### config.mk
export PLATFORM = sky130hd
export DESIGN_NAME = stmd_regs
export DESIGN_NICKNAME = d
export VERILOG_FILES = /design/src/hw/rtl/stmd_pkg.sv /design/src/hw/rtl/stmd_regs.sv
export SDC_FILE = /design/constraint.sdc
export NUM_CORES = 1
export LEC_CHECK = 0
export ABC_AREA = 1
export CORE_UTILIZATION = 47
export CTS_CLUSTER_SIZE = 28
export DETAILED_ROUTE_END_ITERATION = 10
export DONT_BUFFER_PORTS = 1
export PLACE_DENSITY = 0.61
export SYNTH_ARGS = -nofsm -noshare
export SYNTH_HDL_FRONTEND = slang
export SYNTH_SLANG_ARGS = --single-unit
### constraint.sdc
create_clock -name i_clk -period 1.3 [get_ports i_clk]
set_clock_uncertainty 0.05 [all_clocks]
set_input_delay 0.065 -clock i_clk [delete_from_list [all_inputs] [get_ports i_clk]]
set_output_delay 0.065 -clock i_clk [all_outputs]
set_load 0.02 [all_outputs]
### src/hw/rtl/stmd_pkg.sv
// Package with the shared types and constants of the scope trigger min/max decimator.
`timescale 1ns / 1ps

package stmd_pkg;

    localparam int SAMPLE_W   = 16;
    localparam int INDEX_W    = 12;
    localparam int TRIG_W     = 11;
    localparam int CFG_W      = 13;
    localparam int DIVIDEND_W = 25;
    localparam int REM_W      = 13;
    localparam int ACC_W      = 15;
    localparam int DISP_MIN   = 64;

    localparam int APB_AW = 3;
    localparam int APB_DW = 32;

    localparam int S_TDATA_W = 32;
    localparam int M_TDATA_W = 48;

    localparam logic REG_DISPLAY = 1'b0;
    localparam logic REG_COLUMNS = 1'b1;

    localparam logic [CFG_W-1:0] DISPLAY_RESET = 13'd441;
    localparam logic [CFG_W-1:0] COLUMNS_RESET = 13'd512;

    localparam logic CMD_LOAD  = 1'b0;
    localparam logic CMD_QUERY = 1'b1;

    localparam logic signed [SAMPLE_W-1:0] SAMPLE_MAX = 16'sh7FFF;
    localparam logic signed [SAMPLE_W-1:0] SAMPLE_MIN = -16'sh8000;

    typedef enum logic [2:0] {
        ST_IDLE,
        ST_EVAL,
        ST_DIV,
        ST_SETUP,
        ST_SCAN,
        ST_DRAIN,
        ST_DONE
    } t_state;

    typedef struct packed {
        logic load;
        logic query;
        logic div_init;
        logic div_step;
        logic scan_init;
        logic scan_step;
        logic result_load;
    } t_dp_cmd;

    typedef struct packed {
        logic ok;
        logic minmax;
        logic div_last;
        logic scan_last;
        logic out_busy;
    } t_dp_sts;

endpackage

### src/hw/rtl/stmd_regs.sv
// APB configuration registers for display length and column count.
`timescale 1ns / 1ps

module stmd_regs (
    input  logic                         i_clk,
    input  logic                         i_rst_n,
    input  logic                         i_psel,
    input  logic                         i_penable,
    input  logic                         i_pwrite,
    input  logic [stmd_pkg::APB_AW-1:0]  i_paddr,
    input  logic [stmd_pkg::APB_DW-1:0]  i_pwdata,
    output logic [stmd_pkg::APB_DW-1:0]  o_prdata,
    output logic                         o_pready,
    output logic [stmd_pkg::CFG_W-1:0]   o_display,
    output logic [stmd_pkg::CFG_W-1:0]   o_columns
);

    import stmd_pkg::*;

    logic [CFG_W-1:0] r_display;
    logic [CFG_W-1:0] r_columns;
    logic             wr_en;
    logic             reg_sel;

    assign reg_sel = i_paddr[2];
    assign wr_en   = i_psel && i_penable && i_pwrite;

    always_ff @(posedge i_clk) begin
        if (!i_rst_n) begin
            r_display <= DISPLAY_RESET;
            r_columns <= COLUMNS_RESET;
        end else if (wr_en) begin
            case (reg_sel)
                REG_DISPLAY: r_display <= i_pwdata[CFG_W-1:0];
                REG_COLUMNS: r_columns <= i_pwdata[CFG_W-1:0];
                default:     r_display <= r_display;
            endcase
        end
    end

    always_comb begin
        case (reg_sel)
            REG_DISPLAY: o_prdata = APB_DW'(r_display);
            REG_COLUMNS: o_prdata = APB_DW'(r_columns);
            default:     o_prdata = '0;
        endcase
    end

    assign o_pready  = 1'b1;
    assign o_display = r_display;
    assign o_columns = r_columns;

endmodule

* Word level (Yosys, flattened, before mapping)
Index checks and enable logic that the tools add are counted.
** Word-level totals
- Register bits after elaboration :: 26
- Input bits :: 40
- Output and inout bits :: 59
- Logic and storage cells :: 8
** Cells by class
- Mux-type cells :: 1
- Bitwise gates (word level) :: 1
- Reductions and logical operators :: 4
** Operators with widths (count)
- $pmux W32 S2 :: 1
- $reduce_and A2 Y1 :: 2
- $logic_and A1 B1 Y1 :: 2
- $not A1 Y1 :: 1

* Longest topological paths before layout
Gate-level depths: netlist of the first run.
- Depth in word-level cells :: 3
- Gate-level depth with buffers :: 6
- Gate-level depth less buffers :: 5

* Least setup slack after synthesis of the first run
OpenSTA, ideal clock, no wires.
- Kind :: input port to output port
- Start :: input i_paddr[2] (netlist bit)
- End :: output o_prdata[11] (netlist bit)
- Arrival :: 0.690 ns
- Required time :: 1.185 ns
- Setup slack :: 0.495 ns
- Stages :: 5
- Path buffers :: 2
- Cell sequence :: buf_6 inv_4 buf_2 nand2_1 nand2_1
** Between the ends
- Longest elaborated chain between the ends :: 2
** RTL lines
- start, declared :: RTL line stmd_regs.sv:10 : input logic [stmd_pkg::APB_AW-1:0] i_paddr,
- $not A1 Y1 (no source line)
- $pmux W32 S2 (*) :: RTL line stmd_regs.sv:42 : case (reg_sel)
- end, declared :: RTL line stmd_regs.sv:12 : output logic [stmd_pkg::APB_DW-1:0] o_prdata,
Every way passes the cells marked *; elsewhere a longest branch is shown, timed or not. The select of a mux whose other input is x is not followed.

==> results.yml, run 1 <==
timing:
  hold_viol_final: 0
  rsz0062_at_grt: "no"
  fin_setup_tns_ns: 0
  max_freq_ghz: 0.8074
  period_share: 0.9527
  setup_viol: 0
  slew_violations: 0
  relSlewSlack: 0.3689
  period_minus_slack_ns: 1.238
  worst_slack_ns: 0.06150
  worst_pin_slew_ns: 0.9466
hold_path:
  worstHoldEndpoint: "o_display[1]$_SDFFE_PN0P_"
  hp-start: "i_paddr[2]"
  whs_path_depth: 4
  hp-class: "input pin to flop"
clock_network:
  cts_buffers: 3
  post_cts_buffers: 0
  clock_sinks: 26
  cts_buffer_depth: 2
  h-tree-depth: 1
  clk_latency_ns: 0.32
  clock_tree.root_cell: "clkbuf_4"
  path_clk_slew_ns: 0.14
  cts_tree: "done"
drt:
  dr_total_vias: 1309
  drtIter0Drc: 37
  drt.antenna.violating_nets: 0
  wire_per_inst_microns: 12.64
  via_per_inst: 4.958
  drtPass1Iterations: 7
  wirelength_microns: 3338
  drc: 7
placement:
  gp_congestion: 0.6891
  placed_area_sq_um: 1323
  placedCellCount: 236
  hpwl_microns: 2033
  portBuffers: 0
  dpl_worst_slack_ns: 0.4498
worst_setup_path:
  rr_worst_depth: 2
  arrival_ns: 1.43
  r2r_start: "o_columns[9]$_SDFFE_PN1P_"
  reg2reg_to: "o_columns[9]$_SDFFE_PN1P_"
  worstSetupEndpointType: "flop"
  worstSetupPathType: "input pin to flop"
  worst_ep_required_time_ns: 1.49
  worstSetupStartpointType: "input pin"
  r2r_setup_slack_ns: 0.48
  path_max_fanout: 2
grt:
  grt_pass1_vias: 1261
  gr-total-overflow: 0
  grt_pass1_wl_microns: 5520
  grt_max_degree: 27
  grt_usage: 0.2179
  grt_antenna_before_repair: 0
pwr:
  internal_power_mw: 1.082
  peakVddDrop_uv: 394.7
  p_per_area_nw_per_um2: 984.8
  finalPower_mw: 1.577
  seqPwrFrac: 0.560
  switchingPower_uw: 495.0
  p_comb_frac: 0.177
  power.leakage_nw: 0.8009
  switching_share: 0.3138
  clockPowerShare: 0.262
synth:
  syn_area_sq_um: 1443
  synth_cells: 217
  yosysWarningCount: 0
  synth-seq-cells: 26
  seq_area_frac_synth: 0.3608
  yosysUniqueCellTypes: 17
  syn_avg_cell_area_sq_um: 6.648
finish:
  layout_commonest_cell: "nand2_1"
  n_antenna_cell: 0
  finalInstanceArea_sq_um: 1602
  instances_no_fill: 264
  drive_above_1_share: 0.05150
  mostFrequentLayoutCells: "72 x nand2_1, 38 x nor2_1, 26 x nand3_1, 26 x dfxtp_1, 23 x dlygate4sd3_1"
  nNetsFinal: 274
  syn_to_final_growth_pct: 11.01
floorplanning:
  ioPinCount: 99
  start_util: 0.5100
  die_area_sq_um: 3295
  core-area_sq_um: 2829
  rows: 19
  die_w_microns: 57.40
  die_y_microns: 57.40
outcome:
  violations: "DRC"
  status: "finished with violations"
run:
  max-cap-violations: 0
what timing repair did:
| action | CTS | global route |
|---|---|---|
| gates resized for setup | 0 | 1 |
| endpoints found under the setup margin | 0 | 23 |
| hold buffers | 24 | 0 |
| endpoints found under the hold margin | 26 | 0 |
power groups by stage:
stage	registers [mW]	logic (mW)	clock network, mW
after floorplan	0.896	0.272	0
after global placement	0.901	0.209	0
after detailed placement	0.902	0.213	0
after CTS	0.885	0.276	0.419
after global routing	0.888	0.310	0.452
final	0.884	0.280	0.413
layout make-up:
class	count	area [sq um]
fill	299	1227
multi-input combinational	162	689.4
sequential	26	520.5
timing repair buffer	26	257.7
inverter	15	58.81
tap	31	38.79
clock buffer	4	36.28
through the flow:
step                        util  hold WS, ns
final                     0.5661      0.04180
after global routing      0.5661      0.04867
after CTS                 0.5652      0.04721
after detailed placement  0.4675       0.1062
after global placement    0.4675       0.1027
after floorplan                -       0.1411
worst max path at each step:
stage / startpoint / endpoint / slack, ns / cells after the start
after floorplan: i_paddr[2] / o_prdata[11] / 0.49 / 5
after global placement: o_display[0]$_SDFFE_PN1P_ / o_prdata[0] / 0.46 / 2
after detailed placement: o_columns[3]$_SDFFE_PN0P_ / o_prdata[3] / 0.45 / 2
after CTS: i_rst_n / o_display[12]$_SDFFE_PN0P_ / 0.06 / 3
after global routing: o_display[2]$_SDFFE_PN0P_ / o_prdata[2] / 0.02 / 2
final: i_pwdata[1] / o_columns[1]$_SDFFE_PN0P_ / 0.06 / 6
flip-flops by register name, indices dropped and copies added, names as in the netlist:
| signal | flops |
|---|---|
| o_columns | 13 |
| o_display | 13 |
per-layer routing:
| layer | track usage | wire length (microns) |
|---|---|---|
| met1 | 0.2370 | 1375 |
| met4 | 0.06620 | 34 |
| met5 | 0 | 0 |
| met3 | 0.03855 | 208 |
| met2 | 0.4219 | 1719 |
cell usage after synthesis:
cell type / number / area (sq um)
inv_4: 1 / 6.260
conb_1: 2 / 7.510
nand2_4: 1 / 11.26
nor2_1: 38 / 142.6
nand2_1: 72 / 270.3
nor2_2: 1 / 6.260
inv_1: 14 / 52.55
buf_1: 1 / 3.750
nor2_8: 1 / 20.02
nor2_4: 1 / 11.26
nand3_4: 1 / 17.52
buf_2: 4 / 20.02
nand3_1: 26 / 130.1
buf_6: 4 / 45.04
o21ai_0: 1 / 5.000
dfxtp_1: 26 / 520.5
buf_4: 23 / 172.7
logic make-up after synthesis:
group / count (synthesis) / synth area share
buffers and inverters: 47 / 0.2082
DFF: 26 / 0.3608
AOI/OAI and AO/OA: 1 / 0.003466
other: 2 / 0.005206
and+or+nand+nor: 141 / 0.4224
worst max-delay path, cell delays in order:
cell and delay (ns):
dlygate4sd3_1 0.54, inv_1 0.08, nand3_1 0.08, dlygate4sd3_1 0.56
nand2_1 0.06, nor2_1 0.05
No activity file was read; power rests on OpenSTA's default activity.
==> run 2: changes to the inputs <==
Settings changed: CORE_UTILIZATION 47 to 60, PLACE_DENSITY 0.61 to 0.76.
==> run 2 against run 1 <==
The flow now finishes without violations. Combinational power is essentially flat. Die area fell by 21%. Flip-flop and latch count did not move. Sequential share of layout area down 0.98 points. Clock-buffer cell count shrank 1. Global-route usage increased by 6.4 points. Maximum frequency rose by 0.52%. Critical path type unchanged. Highest routed layer unchanged.
==> results.yml, run 2 (synthesized netlist as in run 1, its figures left out) <==
grt:
  grt_max_degree: 27
  grt_pass1_wl_microns: 5457
  grt_usage: 0.2817
  grt_pass1_vias: 1236
  gr-total-overflow: 0
  grt_antenna_before_repair: 0
drt:
  wire_per_inst_microns: 12.58
  drt.antenna.violating_nets: 0
  dr_total_vias: 1301
  wirelength_microns: 3335
  via_per_inst: 4.909
  drc: 0
  drtIter0Drc: 28
  drtPass1Iterations: 4
worst_setup_path:
  arrival_ns: 1.42
  worstSetupStartpointType: "input pin"
  worst_ep_required_time_ns: 1.49
  worstSetupPathType: "input pin to flop"
  path_max_fanout: 2
  worstSetupEndpointType: "flop"
pwr:
  p_per_area_nw_per_um2: 1036
  power.leakage_nw: 0.8243
  peakVddDrop_uv: 792.5
timing:
  setup_viol: 0
  relSlewSlack: 0.3776
  slew_violations: 0
  fin_setup_tns_ns: 0
  hold_viol_final: 0
  period_minus_slack_ns: 1.232
  worst_slack_ns: 0.06788
  max_freq_ghz: 0.8116
  worst_pin_slew_ns: 0.9336
  period_share: 0.9478
  rsz0062_at_grt: "no"
  hold_ws_ns: 0.02058
floorplanning:
  die_y_microns: 51.04
  core-area_sq_um: 2233
  ioPinCount: 99
  die_area_sq_um: 2605
  rows: 17
  die_w_microns: 51.04
  start_util: 0.6459
placement:
  dpl_worst_slack_ns: 0.3680
  gp_congestion: 0.6025
  portBuffers: 0
  hpwl_microns: 1896
finish:
  layout_commonest_cell: "nand2_1"
  mostFrequentLayoutCells: "72 x nand2_1, 38 x nor2_1, 26 x nand3_1, 26 x dlygate4sd3_1, 24 x dfxtp_1"
  syn_to_final_growth_pct: 15.00
  nNetsFinal: 278
  drive_above_1_share: 0.05907
  n_antenna_cell: 0
run:
  max-cap-violations: 0
outcome:
  status: "finished, final reports clean"
clock_network:
  post_cts_buffers: 0
  clk_latency_ns: 0.32
  path_clk_slew_ns: 0.15
  cts_buffers: 3
  cts_buffer_depth: 2
  h-tree-depth: 1
  clock_sinks: 26
  clock_tree.root_cell: "clkbuf_4"
  cts_tree: "done"
hold_path:
  hp-class: "input pin to flop"
## run 2: path summary, 6_finish.rpt
kind | endpoint | cells after the start | from | slack (ns)
hold / removal | o_display[1]$_SDFFE_PN0P_ | 5 | i_pwrite | 0.02
setup reg to reg | o_columns[9]$_SDFFE_PN1P_ | 2 | o_columns[9]$_SDFFE_PN1P_ | 0.47
hold reg to reg | o_columns[1]$_SDFFE_PN0P_ | 2 | o_columns[1]$_SDFFE_PN0P_ | 0.51
setup / recovery | o_columns[1]$_SDFFE_PN0P_ | 6 | i_pwdata[1] | 0.07
## run 2: critical path, cell delays in order
cell           delay, ns
dlygate4sd3_1       0.54
inv_1               0.07
nand3_1             0.07
dlygate4sd3_1       0.57
nand2_1             0.06
nor2_1              0.05
## run 2: per-layer routing
layer | routed length [microns] | vias to the layer above | GRT usage
li1 | - | 659 | -
met1 | 1346 | 570 | 0.3346
met2 | 1628 | 64 | 0.4803
met3 | 309 | 8 | 0.06548
met4 | 50 | 0 | 0.1204
met5 | 0 | - | 0
## run 2: final cells by class
cell class | count | area [sq um]
clock buffer | 3 | 22.52
clock inverter | 1 | 30.03
fill | 189 | 574.3
inverter | 15 | 58.81
multi-input combinational | 162 | 689.4
sequential | 26 | 523.0
tap | 28 | 35.03
timing repair buffer | 30 | 300.3
## run 2: timing repair
action,in CTS,in global routing
endpoints found under the hold margin,26,0
resized for setup,0,4
hold buffers,28,0
setup endpoints to repair,0,15
## run 2: stage by stage
step	std cells	instance area, sq um	utilization	power (mW)
floorplan	235	1510	-	1.168
global placement	233	1319	0.5905	1.109
detailed placement	233	1319	0.5905	1.114
CTS	265	1652	0.7395	1.729
global route	265	1659	0.7429	1.792
finish	265	1659	0.7429	1.719
## run 2: power breakdown
group          switching, mW  leakage, nW  internal [mW]  total, mW
combinational          0.191        0.584         0.0885      0.280
sequential            0.0592        0.213          0.826      0.885
clock                  0.242       0.0279          0.312      0.554
total                  0.493        0.824           1.23       1.72
==> run 3: changes to the inputs <==
Settings changed: REMOVE_ABC_BUFFERS set to 1.
==> run 3 against run 2 <==
First-iteration DRC count rose by 21%. Total power down 8.0%. Sequential power about the same. Final area shrank 0.98%. Core utilization fell by 0.73 points. Die area unchanged. Critical path depth unchanged. Wire length hardly changed. Non-clock buffer count unchanged. Global-route usage shrank 0.83 points. Maximum frequency decreased by 3.2%. Via count increased by 2.8%. Largest cell class unchanged. Largest power group unchanged. Highest routed layer unchanged.
==> results.yml, run 3 (synthesized netlist as in run 1, its figures left out) <==
outcome:
  status: "finished, final reports clean"
floorplanning:
  die_y_microns: 51.04
  start_util: 0.6459
  die_area_sq_um: 2605
  ioPinCount: 99
  die_w_microns: 51.04
  core-area_sq_um: 2233
  rows: 17
pwr:
  p_per_area_nw_per_um2: 962.5
  clockPowerShare: 0.261
  power.leakage_nw: 0.8059
  p_comb_frac: 0.179
  switching_share: 0.3136
  internal_power_mw: 1.085
  seqPwrFrac: 0.559
  switchingPower_uw: 495.9
  peakVddDrop_uv: 859.0
clock_network:
  clock_sinks: 26
  h-tree-depth: 1
  cts_buffer_depth: 2
  clock_tree.root_cell: "clkbuf_4"
  clk_latency_ns: 0.32
  path_clk_slew_ns: 0.14
  post_cts_buffers: 0
  cts_tree: "done"
  cts_buffers: 3
worst_setup_path:
  cp.buffers_inverters: 3
  path_cells: "dlygate4sd3_1 -> inv_1 -> nand3_1 -> dlygate4sd3_1 -> nand2_1 -> nor2_1"
  arrival_ns: 1.45
  worstSetupStartpointType: "input pin"
  critPathMaxStageDelay_ns: 0.57
  critPathTopFamily: "buffers and inverters"
  crit_top_cell: "dlygate4sd3_1"
  critPathSlowestCell: "dlygate4sd3_1"
  worst_ep_required_time_ns: 1.48
  worstSetupEndpointType: "flop"
  path_max_fanout: 2
  worstSetupPathType: "input pin to flop"
hold_path:
  hp-class: "input pin to flop"
drt:
  wirelength_microns: 3334
  wire_per_inst_microns: 12.58
  drt.antenna.violating_nets: 0
  drc: 0
  dr_total_vias: 1337
  via_per_inst: 5.045
  drtIter0Drc: 34
  drtPass1Iterations: 4
timing:
  setup_viol: 0
  fin_setup_tns_ns: 0
  hold_viol_final: 0
  period_share: 0.9788
  max_freq_ghz: 0.7859
  worst_slack_ns: 0.02760
  worst_pin_slew_ns: 0.9190
  rsz0062_at_grt: "no"
  relSlewSlack: 0.3873
  period_minus_slack_ns: 1.272
  slew_violations: 0
placement:
  hpwl_microns: 1799
  portBuffers: 0
  placed_area_sq_um: 1311
  placedCellCount: 232
  gp_congestion: 0.6842
  dpl_worst_slack_ns: 0.4348
finish:
  drive_above_1_share: 0.05485
  nNetsFinal: 278
  mostFrequentLayoutCells: "72 x nand2_1, 38 x nor2_1, 28 x dlygate4sd3_1"
  syn_to_final_growth_pct: 13.88
  n_antenna_cell: 0
  finalInstanceArea_sq_um: 1643
  layout_commonest_cell: "nand2_1"
  instances_no_fill: 265
grt:
  grt_antenna_before_repair: 0
  gr-total-overflow: 0
  grt_max_degree: 27
  grt_pass1_vias: 1258
  grt_pass1_wl_microns: 5416
  grt_usage: 0.2734
run:
  max-cap-violations: 0
-- run 3: cell count changes in the layout (fill, tap and decap cells not counted) --
cell            change
clkbuf_8            +1
dlygate4sd3_1       +2
bufinv_16           -1
buf_4               -1
dlymetal6s4s_1      -1
-- run 3: tightest hold or removal path, stage by stage --
cell and delay, ns:
nand3_4 0.09, nor2_8 0.07, nor2_1 0.08, nor2_1 0.05
-- run 3: path summary, 6_finish.rpt --
path                             startpoint  depth (start not counted)  slack, ns                        end
setup reg to reg  o_columns[9]$_SDFFE_PN1P_                          2       0.48  o_columns[9]$_SDFFE_PN1P_
hold reg to reg   o_display[0]$_SDFFE_PN1P_                          2       0.51  o_display[0]$_SDFFE_PN1P_
setup / recovery                i_pwdata[7]                          6       0.03  o_columns[7]$_SDFFE_PN0P_
hold / removal                    i_penable                          4      0.008  o_columns[6]$_SDFFE_PN0P_
-- run 3: timing repair --
action                                  CTS  global route
hold buffers                             31             1
endpoints found under the setup margin    0            21
endpoints found under the hold margin    26             3
resized for setup                         0             3
-- run 3: final cells by class --
cell class	instances	area (sq um)
Timing Repair Buffer	30	300.3
Sequential cell	26	523.0
Fill cell	180	590.6
Clock buffer	4	36.28
Inverter	15	58.81
Multi-Input combinational cell	162	689.4
Tap cell	28	35.03
-- run 3: metrics by stage --
step / hold WS [ns] / utilization / total power, mW
2_1_floorplan: 0.09962 / - / 1.083
3_3_place_gp: 0.1034 / 0.5871 / 1.106
3_5_place_dp: 0.1060 / 0.5871 / 1.112
4_1_cts: 0.001763 / 0.7423 / 1.580
5_1_grt: 0.01012 / 0.7356 / 1.646
6_report: 0.007683 / 0.7356 / 1.581
-- run 3: power by group through the flow --
stage	registers, mW	clock network, mW	logic (mW)
floorplan	0.896	0	0.188
global placement	0.900	0	0.206
detailed placement	0.902	0	0.211
CTS	0.884	0.421	0.275
global route	0.889	0.444	0.313
finish	0.884	0.413	0.283
-- run 3: routing by layer --
layer | track usage | vias up | part of all wire
met2 | 0.5219 | 75 | 0.51
met3 | 0.05952 | 2 | 0.083
met1 | 0.3087 | 601 | 0.40
li1 | - | 659 | -
met4 | 0.04630 | 0 | 0.0018
met5 | 0 | - | 0
