[config.mk]
export PLATFORM = sky130hd
export DESIGN_NAME = stmd_ctrl
export DESIGN_NICKNAME = d
export VERILOG_FILES = /design/src/hw/rtl/stmd_pkg.sv /design/src/hw/rtl/stmd_ctrl.sv
export SDC_FILE = /design/constraint.sdc
export NUM_CORES = 1
export LEC_CHECK = 0
export BUFFER_PORTS_ARGS = -buffer_cell sky130_fd_sc_hd__clkbuf_2
export CAP_MARGIN = 20
export CORE_AREA = 3 3 40 42
export CTS_CLUSTER_SIZE = 12
export DETAILED_ROUTE_END_ITERATION = 10
export DIE_AREA = 0 0 43 45
export PLACE_DENSITY = 0.5
export RECOVER_POWER = 100
export SETUP_SLACK_MARGIN = 0.4
export SYNTH_ARGS = -nofsm -noshare
export SYNTH_HDL_FRONTEND = slang
export SYNTH_SLANG_ARGS = --single-unit
[constraint.sdc]
create_clock -name i_clk -period 1.2 [get_ports i_clk]
set_input_delay 0.06 -clock i_clk [delete_from_list [all_inputs] [get_ports i_clk]]
set_output_delay 0.06 -clock i_clk [all_outputs]
set_load 0.01 [all_outputs]
[src/hw/rtl/stmd_pkg.sv]
// Package with the shared types and constants of the scope trigger min/max decimator.
`timescale 1ns / 1ps

package stmd_pkg;

    localparam int SAMPLE_W   = 16;
    localparam int INDEX_W    = 12;
    localparam int TRIG_W     = 11;
    localparam int CFG_W      = 13;
    localparam int DIVIDEND_W = 25;
    localparam int REM_W      = 13;
    localparam int ACC_W      = 15;
    localparam int DISP_MIN   = 64;

    localparam int APB_AW = 3;
    localparam int APB_DW = 32;

    localparam int S_TDATA_W = 32;
    localparam int M_TDATA_W = 48;

    localparam logic REG_DISPLAY = 1'b0;
    localparam logic REG_COLUMNS = 1'b1;

    localparam logic [CFG_W-1:0] DISPLAY_RESET = 13'd441;
    localparam logic [CFG_W-1:0] COLUMNS_RESET = 13'd512;

    localparam logic CMD_LOAD  = 1'b0;
    localparam logic CMD_QUERY = 1'b1;

    localparam logic signed [SAMPLE_W-1:0] SAMPLE_MAX = 16'sh7FFF;
    localparam logic signed [SAMPLE_W-1:0] SAMPLE_MIN = -16'sh8000;

    typedef enum logic [2:0] {
        ST_IDLE,
        ST_EVAL,
        ST_DIV,
        ST_SETUP,
        ST_SCAN,
        ST_DRAIN,
        ST_DONE
    } t_state;

    typedef struct packed {
        logic load;
        logic query;
        logic div_init;
        logic div_step;
        logic scan_init;
        logic scan_step;
        logic result_load;
    } t_dp_cmd;

    typedef struct packed {
        logic ok;
        logic minmax;
        logic div_last;
        logic scan_last;
        logic out_busy;
    } t_dp_sts;

endpackage

[src/hw/rtl/stmd_ctrl.sv]
// Controller state machine that sequences loads, column division, scan and result.
`timescale 1ns / 1ps

module stmd_ctrl (
    input  logic              i_clk,
    input  logic              i_rst_n,
    input  logic              i_in_valid,
    input  logic              i_command,
    output logic              o_in_ready,
    input  stmd_pkg::t_dp_sts i_sts,
    output stmd_pkg::t_dp_cmd o_cmd
);

    import stmd_pkg::*;

    t_state r_state;
    t_state n_state;

    always_ff @(posedge i_clk) begin
        if (!i_rst_n) begin
            r_state <= ST_IDLE;
        end else begin
            r_state <= n_state;
        end
    end

    always_comb begin
        n_state = r_state;
        case (r_state)
            ST_IDLE: begin
                if (i_in_valid && i_command == CMD_QUERY) begin
                    n_state = ST_EVAL;
                end
            end
            ST_EVAL: begin
                if (!i_sts.ok) begin
                    n_state = ST_DONE;
                end else if (i_sts.minmax) begin
                    n_state = ST_DIV;
                end else begin
                    n_state = ST_SCAN;
                end
            end
            ST_DIV: begin
                if (i_sts.div_last) begin
                    n_state = ST_SETUP;
                end
            end
            ST_SETUP: n_state = ST_SCAN;
            ST_SCAN: begin
                if (i_sts.scan_last) begin
                    n_state = ST_DRAIN;
                end
            end
            ST_DRAIN: n_state = ST_DONE;
            ST_DONE: begin
                if (!i_sts.out_busy) begin
                    n_state = ST_IDLE;
                end
            end
            default: n_state = ST_IDLE;
        endcase
    end

    always_comb begin
        o_cmd      = '0;
        o_in_ready = 1'b0;
        case (r_state)
            ST_IDLE: begin
                o_in_ready    = 1'b1;
                o_cmd.load    = i_in_valid && i_command == CMD_LOAD;
                o_cmd.query   = i_in_valid && i_command == CMD_QUERY;
            end
            ST_EVAL: begin
                o_cmd.div_init  = i_sts.ok && i_sts.minmax;
                o_cmd.scan_init = i_sts.ok && !i_sts.minmax;
            end
            ST_DIV:   o_cmd.div_step    = 1'b1;
            ST_SETUP: o_cmd.scan_init   = 1'b1;
            ST_SCAN:  o_cmd.scan_step   = 1'b1;
            ST_DRAIN: o_cmd             = '0;
            ST_DONE:  o_cmd.result_load = !i_sts.out_busy;
            default:  o_cmd             = '0;
        endcase
    end

endmodule

### Word-level counts from Yosys, hierarchy flattened

Index checks and enable logic that the tools add are counted.

* reductions and logical operators: 8
* bitwise operators: 1
* multiplexer cells: 14
* equal/unequal tests: 10

Operators with widths (count)
* case mux 3 bit (7 select lines): 1
* two-way mux 3 bit: 6
* == test 3 bit, second input constant: 3
* inequality test 2 bit, second input constant: 4
* == test 3 x 2 -> 1 bit, second input constant: 2
* two-way mux 1 bit: 5
* logical AND 1 bit: 4
* AND reduction 4 bit: 1
* == test 3 x 1 -> 1 bit, second input constant: 1
* zero test 3 bit: 1
* zero test 1 bit: 2
* two-way mux 2 bit: 1
* case mux 1 bit (2 select lines): 1
* NOT 1 bit: 1

* register bits after elaboration: 3
* word-level logic and storage cells: 34
* bits of input ports: 9

### Logic depth before layout (Yosys ltp)

Gate-level depths: netlist of run 1.

* word-level depth: 3
* mapped depth: 4
* mapped depth without buffers: 4

### Worst setup path after synthesis of run 1

OpenSTA, ideal clock, no wires.

* path kind: register to output
* start: reg r_state[0]
* end: out o_cmd[6] (netlist bit)
* path slack: 0.027 ns
* stages on the path, launching flop included: 5
* arrival: 1.113 ns
* cell sequence: dfxtp_1 > buf_2 > nor3_1 > nand2_1 > nor2_1

RTL lines
* start: declaration: line stmd_ctrl.sv:16 `t_state r_state;`
* start signal: assignment: line stmd_ctrl.sv:23 `r_state <= n_state;`
* end: declaration: line stmd_ctrl.sv:11 `output stmd_pkg::t_dp_cmd o_cmd`

==> results of run 1 <==
-- layer usage --
layer  part of all wire (%)  routed length (µm)  vias to the layer above  GRT usage [%]
met1                     45                 351                      155           11.3
li1                       -                   -                      175              -
met2                     48                 375                       13           15.6
met5                      0                   0                        -              0
met4                      0                   0                        0           7.23
met3                    7.6                  60                        0           2.79
-- cell families (layout without fill, tap and decap cells) --
kind of cell           Yosys count  in the layout  share of synthesized area (%)
buffers and inverters            6             28                           12.4
AOI/OAI and AO/OA               11             11                           29.8
and+or+nand+nor                 15             15                           33.8
DFF                              3              3                           23.9
-- critical path, delay by kind of cell (launching register included) --
| family | cells | cell delay (ns) |
|---|---|---|
| DFF | 1 | 0.37 |
| buffers and inverters | 1 | 0.12 |
| and+or+nand+nor | 2 | 0.48 |
-- power by group through the flow --
stage	combinational [mW]	sequential, mW	clock (mW)
2_1_floorplan	0.405	0.200	0
3_3_place_gp	0.510	0.243	0
3_5_place_dp	0.511	0.243	0
4_1_cts	0.585	0.266	0.185
5_1_grt	0.664	0.280	0.197
6_report	0.586	0.269	0.176
-- metrics by stage --
step	TNS (ns)	hold slack, ns	area (µm²)
floorplan	0	0.168	277
finish	-0.0791	0.0844	455
detailed placement	-0.0202	0.319	375
global placement	0	0.323	375
CTS	-0.0533	0.0698	454
global route	-0.522	0.103	455
-- Yosys cell counts, types with 2 or more instances --
cell,n
a211oi_1,2
nor3_1,2
nor2_1,2
dfxtp_1,3
nand2_1,5
nor4b_1,2
a21oi_1,3
o21ai_0,2
inv_1,3
-- path summary, 6_finish.rpt --
check / startpoint / to / slack [ns] / cells past startpoint
max: r_state[2]$_SDFFE_PN0P_ / o_cmd[4] / -0.06 / 3
min: i_rst_n / r_state[1]$_SDFFE_PN0P_ / 0.08 / 3
max reg2reg: r_state[1]$_SDFFE_PN0P_ / r_state[1]$_SDFFE_PN0P_ / -0.01 / 4
min reg2reg: r_state[1]$_SDFFE_PN0P_ / r_state[0]$_SDFFE_PN0P_ / 0.54 / 1
-- cells in the final DEF (no fill, tap or decap), types with 2 or more instances in the layout --
cell and count:
inv_1 3, nor2_1 2, buf_4 3, a21oi_1 3, nor4b_4 2, buf_2 5
clkbuf_2 11, dfxtp_4 3, a211oi_1 2, clkbuf_4 3, nor3_2 2, o21ai_1 2
nand2_1 5
-- timing repair --
| action | CTS | global route |
|---|---|---|
| setup endpoints to repair | 11 | 11 |
| gates resized for setup | 10 | 6 |
| endpoints found under the hold margin | 0 | 0 |
| pin swaps | 2 | 0 |
| setup buffers | 1 | 0 |
| cloned | 0 | 0 |
-- area by class of cell --
type / instances / area, µm²
flip-flops and latches: 3 / 71.3
clock buffers: 4 / 26.3
multi-input cells: 26 / 208
repair buffers: 20 / 114
inverters: 4 / 17.5
well taps: 15 / 18.8
fillers: 157 / 830
==> flow_summary.toml, run 1 <==
[clock_tree]
root_buffer = "clkbuf_4"
clkSlewWorstSetupHoldPaths_ns = 0.04
cts_tree = "yes"
clockBufferDepth = 2
clock_sinks = 3
h-tree-depth = 1
cts_hold_buf = 0
cts_buffers = 3
worstSkewPairLatency_ns = 0.23

[sta]
min_period_over_period_pct = 105
rsz0062_at_grt = "true"
fin_worst_skew_ns = 0.0000330
slew_violations = 0
setup_viol = 2
relSlewSlack_pct = 80.1
min_period_ns = 1.26
tightest_slew_ns = 0.298
fmax_mhz = 791
finalHoldViolations = 0
worst_slack_ns = -0.0646

[die]
die_w_um = 43
pin_count = 17
start_util_pct = 19.6
core.rowCount = 13
die_area_mm2 = 0.00194
coreArea_mm2 = 0.00128
die_h_um = 45

[synthesis]
synth_area_um2 = 251
synthDistinctLibCells = 20
synth_top_area_share_pct = 23.9
ys_top_cells_by_area = "dfxtp_1, nand2_1, nor4b_1"
synthCells = 35
async_flop_share_pct = 0
synth-edff-count = 0
synthesis.nets = 44
ys.flop_type = "dfxtp_1"
synth_seq_cells = 3
yosysSeqAreaShare_pct = 23.9
yosys_warnings = 0
synth_top_cell_by_area = "dfxtp_1"
avgSynthCellArea_um2 = 7.19

[worst_setup_path]
worstPathCellList = "nor4b_4 -> and2_1 -> buf_2"
crit_type = "reg2out"
cp_max_fo = 7
slowest_delay_ns = 0.37
crit_arrival_ns = 1.20
crit_required_ns = 1.14
cp-end-kind = "output pin"
cpMaxStageDelayCell = "dfxtp_4"
crit_path_start_kind = "register"

[place]
portBuffers = 16
post-place-ws_ns = -0.0202
hpwl_um = 554
dpl.cell_count = 67
gp_congestion = 0.809

[power_and_ir_drop]
clkPwrFrac_pct = 17.0
p_int_uw = 587
p_sw_uw = 444
switching_share_pct = 43.1
seqPwrFrac_pct = 26.1
leakagePower_nw = 0.216
ir_drop_uv = 831
cellPowerDensity_mw_per_mm2 = 2260
pwr-share-comb_pct = 56.9
finalPower_mw = 1.03

[drt]
drt-pass1-iter-count = 3
ant_nets = 0
totalWireLength_um = 787
drt_iter0_markers = 1
drc = 0
vias = 343
routed_via_density = 4.76
wl_per_cell_um = 10.9

[finish]
finalCoreUtilization_pct = 35.4
fin_nets = 67
antenna_cells = 0
largest_reg_flops = 3
final_cells = 72
reg.largest.list = "r_state x3"
area_growth_pct = 81.1
regMostFlops = "r_state"
drive_gt1_share_pct = 56.1

[status]
violations = "negative setup slack"
status = "finished, violations left"

[global_route]
antenna_found_initial = 0
grt_max_degree = 11
grt_first_pass_wirelength_mm = 1.40
grt_overflow = 0
grt_pass1_vias = 346
grt_usage_pct = 9.81

[run]
drv_cap = 0

[hold_path]
hold_class = "in2reg"
Note: power is estimated with default switching activity, not from simulation.
==> inputs of run 2 (changes only) <==
--- a/config.mk
+++ b/config.mk
@@ -11,7 +11,6 @@
 export CTS_CLUSTER_SIZE = 12
 export DETAILED_ROUTE_END_ITERATION = 10
 export DIE_AREA = 0 0 43 45
-export PLACE_DENSITY = 0.5
 export RECOVER_POWER = 100
 export SETUP_SLACK_MARGIN = 0.4
 export SYNTH_ARGS = -nofsm -noshare
==> flow_summary.toml, run 2 (same netlist as run 1, synthesis figures left out) <==
[power_and_ir_drop]
seqPwrFrac_pct = 20.3
ir_drop_uv = 1030
switching_share_pct = 43.8
cellPowerDensity_mw_per_mm2 = 2410
pwr-share-comb_pct = 65.9
leakagePower_nw = 0.237
clkPwrFrac_pct = 13.7
p_sw_uw = 560
p_int_uw = 718

[place]
gp_congestion = 0.850
hpwl_um = 567
placed_area_um2 = 375
portBuffers = 16

[die]
die_w_um = 43
die_h_um = 45
coreArea_mm2 = 0.00128
core.rowCount = 13
die_area_mm2 = 0.00194
pin_count = 17
start_util_pct = 19.6

[finish]
fin_nets = 71
antenna_cells = 0
reg.largest.list = "r_state x3"
regMostFlops = "r_state"
postLayoutCellArea_um2 = 531
final_cell_mix = "clkbuf_2, buf_4, nand2_1, buf_2"
final_common_cell = "clkbuf_2"
largest_reg_flops = 3
area_growth_pct = 111
nFillCells = 137
drive_gt1_share_pct = 65.6

[drt]
drt-pass1-iter-count = 4
totalWireLength_um = 890
drc = 0
drt_iter0_markers = 5
routed_via_density = 4.76
ant_nets = 0
wl_per_cell_um = 11.7
vias = 362

[sta]
rsz0062_at_grt = "true"
fin_worst_skew_ns = 0.00263
min_period_ns = 1.23
relSlewSlack_pct = 83.5
slew_violations = 0
min_period_over_period_pct = 103
holdWs_ns = 0.124
tightest_slew_ns = 0.247
fmax_mhz = 811
worst_slack_ns = -0.0328
setup_viol = 2
finalHoldViolations = 0

[clock_tree]
root_buffer = "clkbuf_4"
h-tree-depth = 1
cts_tree = "yes"
clock_sinks = 3
clockBufferDepth = 2
cts_hold_buf = 0
cts_buffers = 3
clkSlewWorstSetupHoldPaths_ns = 0.04
worstSkewPairLatency_ns = 0.23

[status]
status = "finished, violations left"
violations = "negative setup slack"

[hold_path]
hp-start = "i_rst_n"
hold_class = "in2reg"
hold_path_end = "r_state[1]$_SDFFE_PN0P_"
hold_path_depth = 3

[worst_setup_path]
crit_path_start_kind = "register"
ff2ff_setup_slack_ns = 0
crit_required_ns = 1.14
regToRegStartpoint = "r_state[1]$_SDFFE_PN0P_"
crit_arrival_ns = 1.17
cp-end-kind = "output pin"
r2r-end = "r_state[1]$_SDFFE_PN0P_"
cp_max_fo = 6
crit_type = "reg2out"
rr_worst_depth = 5

[run]
drv_cap = 0

[global_route]
grt_pass1_vias = 316
grt_max_degree = 9
grt_first_pass_wirelength_mm = 1.35
grt_overflow = 0
grt_usage_pct = 9.98
antenna_found_initial = 0
==> run 2: how the worst max path moves through the flow <==
stage | start | to | slack [ns] | cells past startpoint
finish | r_state[1]$_SDFFE_PN0P_ | o_cmd[4] | -0.03 | 3
global route | r_state[1]$_SDFFE_PN0P_ | o_cmd[4] | -0.1 | 3
CTS | r_state[1]$_SDFFE_PN0P_ | o_cmd[4] | -0.03 | 3
detailed placement | r_state[1]$_SDFFE_PN0P_ | r_state[1]$_SDFFE_PN0P_ | 0.02 | 4
global placement | r_state[1]$_SDFFE_PN0P_ | r_state[1]$_SDFFE_PN0P_ | 0.05 | 4
floorplan | r_state[1]$_SDFFE_PN0P_ | r_state[1]$_SDFFE_PN0P_ | 0.10 | 4
==> run 2: final cells by class <==
class	instances	area [µm²]	area share, %
timing repair buffer	24	145	27.4
tap	15	18.8	3.54
clock buffer	4	26.3	4.95
inverter	4	20.0	3.77
sequential	3	67.6	12.7
multi-input combinational	26	253	47.6
==> run 2: timing repair <==
| action | 4_1_cts | 5_1_grt |
|---|---|---|
| pin swaps | 5 | 2 |
| resized for setup | 12 | 13 |
| buffers inserted | 2 | 3 |
| setup endpoints to repair | 11 | 11 |
==> run 2: critical path: stages, from the launching register on <==
cell and delay [ns]:
dfxtp_4 0.37, nor4b_4 0.29, and2_1 0.16, buf_2 0.12
==> run 2: metal layers <==
metal / up-vias / wire length [µm] / track usage [%]
li1: 178 / - / -
met1: 163 / 383 / 11.3
met2: 19 / 405 / 14.7
met3: 2 / 80 / 3.59
met4: 0 / 21 / 9.04
met5: - / 0 / 0
==> run 2: stage by stage <==
step                      instances  utilization [%]  total power, mW  setup TNS [ns]  setup slack, ns
final                            76             41.3             1.28         -0.0481          -0.0328
after global routing             76             41.3             1.38          -0.516          -0.0983
after CTS                        73             36.7             1.11         -0.0344          -0.0315
after detailed placement         67             29.2            0.755               0           0.0240
after global placement           67             29.2            0.753               0           0.0493
after floorplan                  35                -            0.606               0            0.103
==> run 2: power groups by stage <==
stage	clock network [mW]	registers, mW	logic, mW
2_1_floorplan	0	0.200	0.405
3_3_place_gp	0	0.232	0.521
3_5_place_dp	0	0.231	0.524
4_1_cts	0.186	0.256	0.663
5_1_grt	0.195	0.272	0.911
6_report	0.176	0.260	0.843
==> inputs of run 3 (changes only) <==
--- a/config.mk
+++ b/config.mk
@@ -5,6 +5,7 @@
 export SDC_FILE = /design/constraint.sdc
 export NUM_CORES = 1
 export LEC_CHECK = 0
+export ABC_AREA = 1
 export BUFFER_PORTS_ARGS = -buffer_cell sky130_fd_sc_hd__clkbuf_2
 export CAP_MARGIN = 20
 export CORE_AREA = 3 3 40 42
==> flow_summary.toml, run 3 <==
[finish]
nFillCells = 134
reg.largest.list = "r_state x3"
antenna_cells = 0
regMostFlops = "r_state"
fin_nets = 85
area_growth_pct = 91.2
largest_reg_flops = 3
final_common_cell = "clkbuf_2"
drive_gt1_share_pct = 58.7
final_cell_mix = "clkbuf_2, nand2_1, inv_1, nor2_1, clkbuf_1"

[drt]
ant_nets = 0
routed_via_density = 4.54
wl_per_cell_um = 9.60
totalWireLength_um = 864
vias = 409
drc = 0
drt-pass1-iter-count = 2
drt_iter0_markers = 1

[global_route]
grt_first_pass_wirelength_mm = 1.38
antenna_found_initial = 0
grt_pass1_vias = 352
grt_usage_pct = 9.64
grt_overflow = 0
grt_max_degree = 9

[power_and_ir_drop]
seqPwrFrac_pct = 21.0
cellPowerDensity_mw_per_mm2 = 2430
ir_drop_uv = 1170
switching_share_pct = 48.3
pwr-share-comb_pct = 66.1
p_int_uw = 679
leakagePower_nw = 0.267
finalPower_mw = 1.31
p_sw_uw = 635
clkPwrFrac_pct = 12.9

[place]
hpwl_um = 612
gp_congestion = 0.727
portBuffers = 16

[sta]
tightest_slew_ns = 0.222
slew_violations = 0
setup_viol = 0
min_period_ns = 1.13
rsz0062_at_grt = "true"
finalHoldViolations = 0
relSlewSlack_pct = 85.1
fin_worst_skew_ns = 0.00258
min_period_over_period_pct = 94.2
holdWs_ns = 0.0519
fmax_mhz = 885

[worst_setup_path]
crit_arrival_ns = 1.07
crit_required_ns = 1.14
rr_worst_depth = 7
crit_type = "reg2out"
cp-end-kind = "output pin"
cp_max_fo = 5
crit_path_start_kind = "register"

[die]
core.rowCount = 13
start_util_pct = 22.0
coreArea_mm2 = 0.00128
pin_count = 17
die_area_mm2 = 0.00194
die_w_um = 43
die_h_um = 45

[hold_path]
hold_class = "in2reg"
hold_path_depth = 3

[synthesis]
synth_top_area_share_pct = 21.2
synth_area_um2 = 283
synthDistinctLibCells = 16
ys_top_cells_by_area = "dfxtp_1, nand2_1, inv_1"
yosysSeqAreaShare_pct = 21.2
ys.flop_type = "dfxtp_1"
synthCells = 51
synth_seq_cells = 3
avgSynthCellArea_um2 = 5.54
synth_common_cells = "nand2_1, inv_1, nor2_1, nand3_1, dfxtp_1"
yosys_warnings = 0
async_flop_share_pct = 0
synth_top_cell_by_area = "dfxtp_1"
synthesis.nets = 60
yosys.cell_count.top_type = "nand2_1"
synth-edff-count = 0

[clock_tree]
clkSlewWorstSetupHoldPaths_ns = 0.03
cts_buffers = 3
worstSkewPairLatency_ns = 0.23
clock_sinks = 3
cts_tree = "yes"
clockBufferDepth = 2
root_buffer = "clkbuf_4"
cts_hold_buf = 0
h-tree-depth = 1

[status]
status = "complete, no violations"

[run]
drv_cap = 0
## run 3: cell count changes after synthesis, sizes merged, moves of 2 or more
| cell | change |
|---|---|
| nand3 | +6 |
| a211oi | -2 |
| nor4b | -2 |
| buf | -2 |
| inv | +6 |
| nor2 | +8 |
| nor4 | +2 |
| nand2 | +8 |
## run 3: critical path: stages (launching register included)
cell and delay, ns:
dfxtp_4 0.36, nor2_4 0.12, buf_4 0.13, nand2_1 0.06, inv_1 0.05, buf_2 0.11
## run 3: routing by layer
metal	vias to the layer above	part of all wire (%)	GRT usage, %
met1	190	41	10.6
met3	0	2.0	3.59
met5	-	0	0
li1	215	-	-
met4	0	0	5.42
met2	4	57	16.2
## run 3: cell type report
class	count	area (µm²)	share of cell area, %
Sequential cell	3	71.3	13.2
Tap cell	15	18.8	3.47
Timing Repair Buffer	20	111	20.6
Inverter	10	47.5	8.80
Multi-Input combinational cell	38	265	49.1
Clock buffer	4	26.3	4.86
## run 3: power groups by stage
stage / combinational (mW) / clock (mW) / sequential [mW]
3_5_place_dp: 0.623 / 0 / 0.257
6_report: 0.869 / 0.170 / 0.275
3_3_place_gp: 0.626 / 0 / 0.258
4_1_cts: 0.782 / 0.178 / 0.268
5_1_grt: 0.964 / 0.194 / 0.285
2_1_floorplan: 0.476 / 0 / 0.242
## run 3: path summary, 6_finish.rpt
check	endpoint	slack, ns	startpoint
setup / recovery	o_cmd[1]	0.07	r_state[1]$_SDFFE_PN0P_
hold / removal	r_state[1]$_SDFFE_PN0P_	0.05	i_rst_n
setup reg to reg	r_state[1]$_SDFFE_PN0P_	0.09	r_state[1]$_SDFFE_PN0P_
hold reg to reg	r_state[1]$_SDFFE_PN0P_	0.57	r_state[1]$_SDFFE_PN0P_
## run 3: logic make-up (layout without fill, tap and decap cells)
group                  after synthesis  count (layout)  synth area share (%)
and+or+nand+nor                     34              34                  56.6
buffers and inverters               10              34                  13.3
AOI/OAI and AO/OA                    4               4                  8.85
DFF                                  3               3                  21.2
## run 3: per-stage QoR
stage	util, %	std cells	setup WS (ns)	TNS [ns]	cell area (µm²)
finish	42.1	90	0.0699	0	541
global route	42.1	90	-0.00892	-0.00892	541
CTS	39.7	90	0.0736	0	510
detailed placement	32.8	82	0.176	0	422
global placement	32.8	82	0.177	0	422
floorplan	-	51	0.241	0	323
## run 3: what timing repair did
item,CTS,global route
resized for setup,8,15
pin swaps,2,7
buffers inserted,4,0
endpoints found under the setup margin,11,11
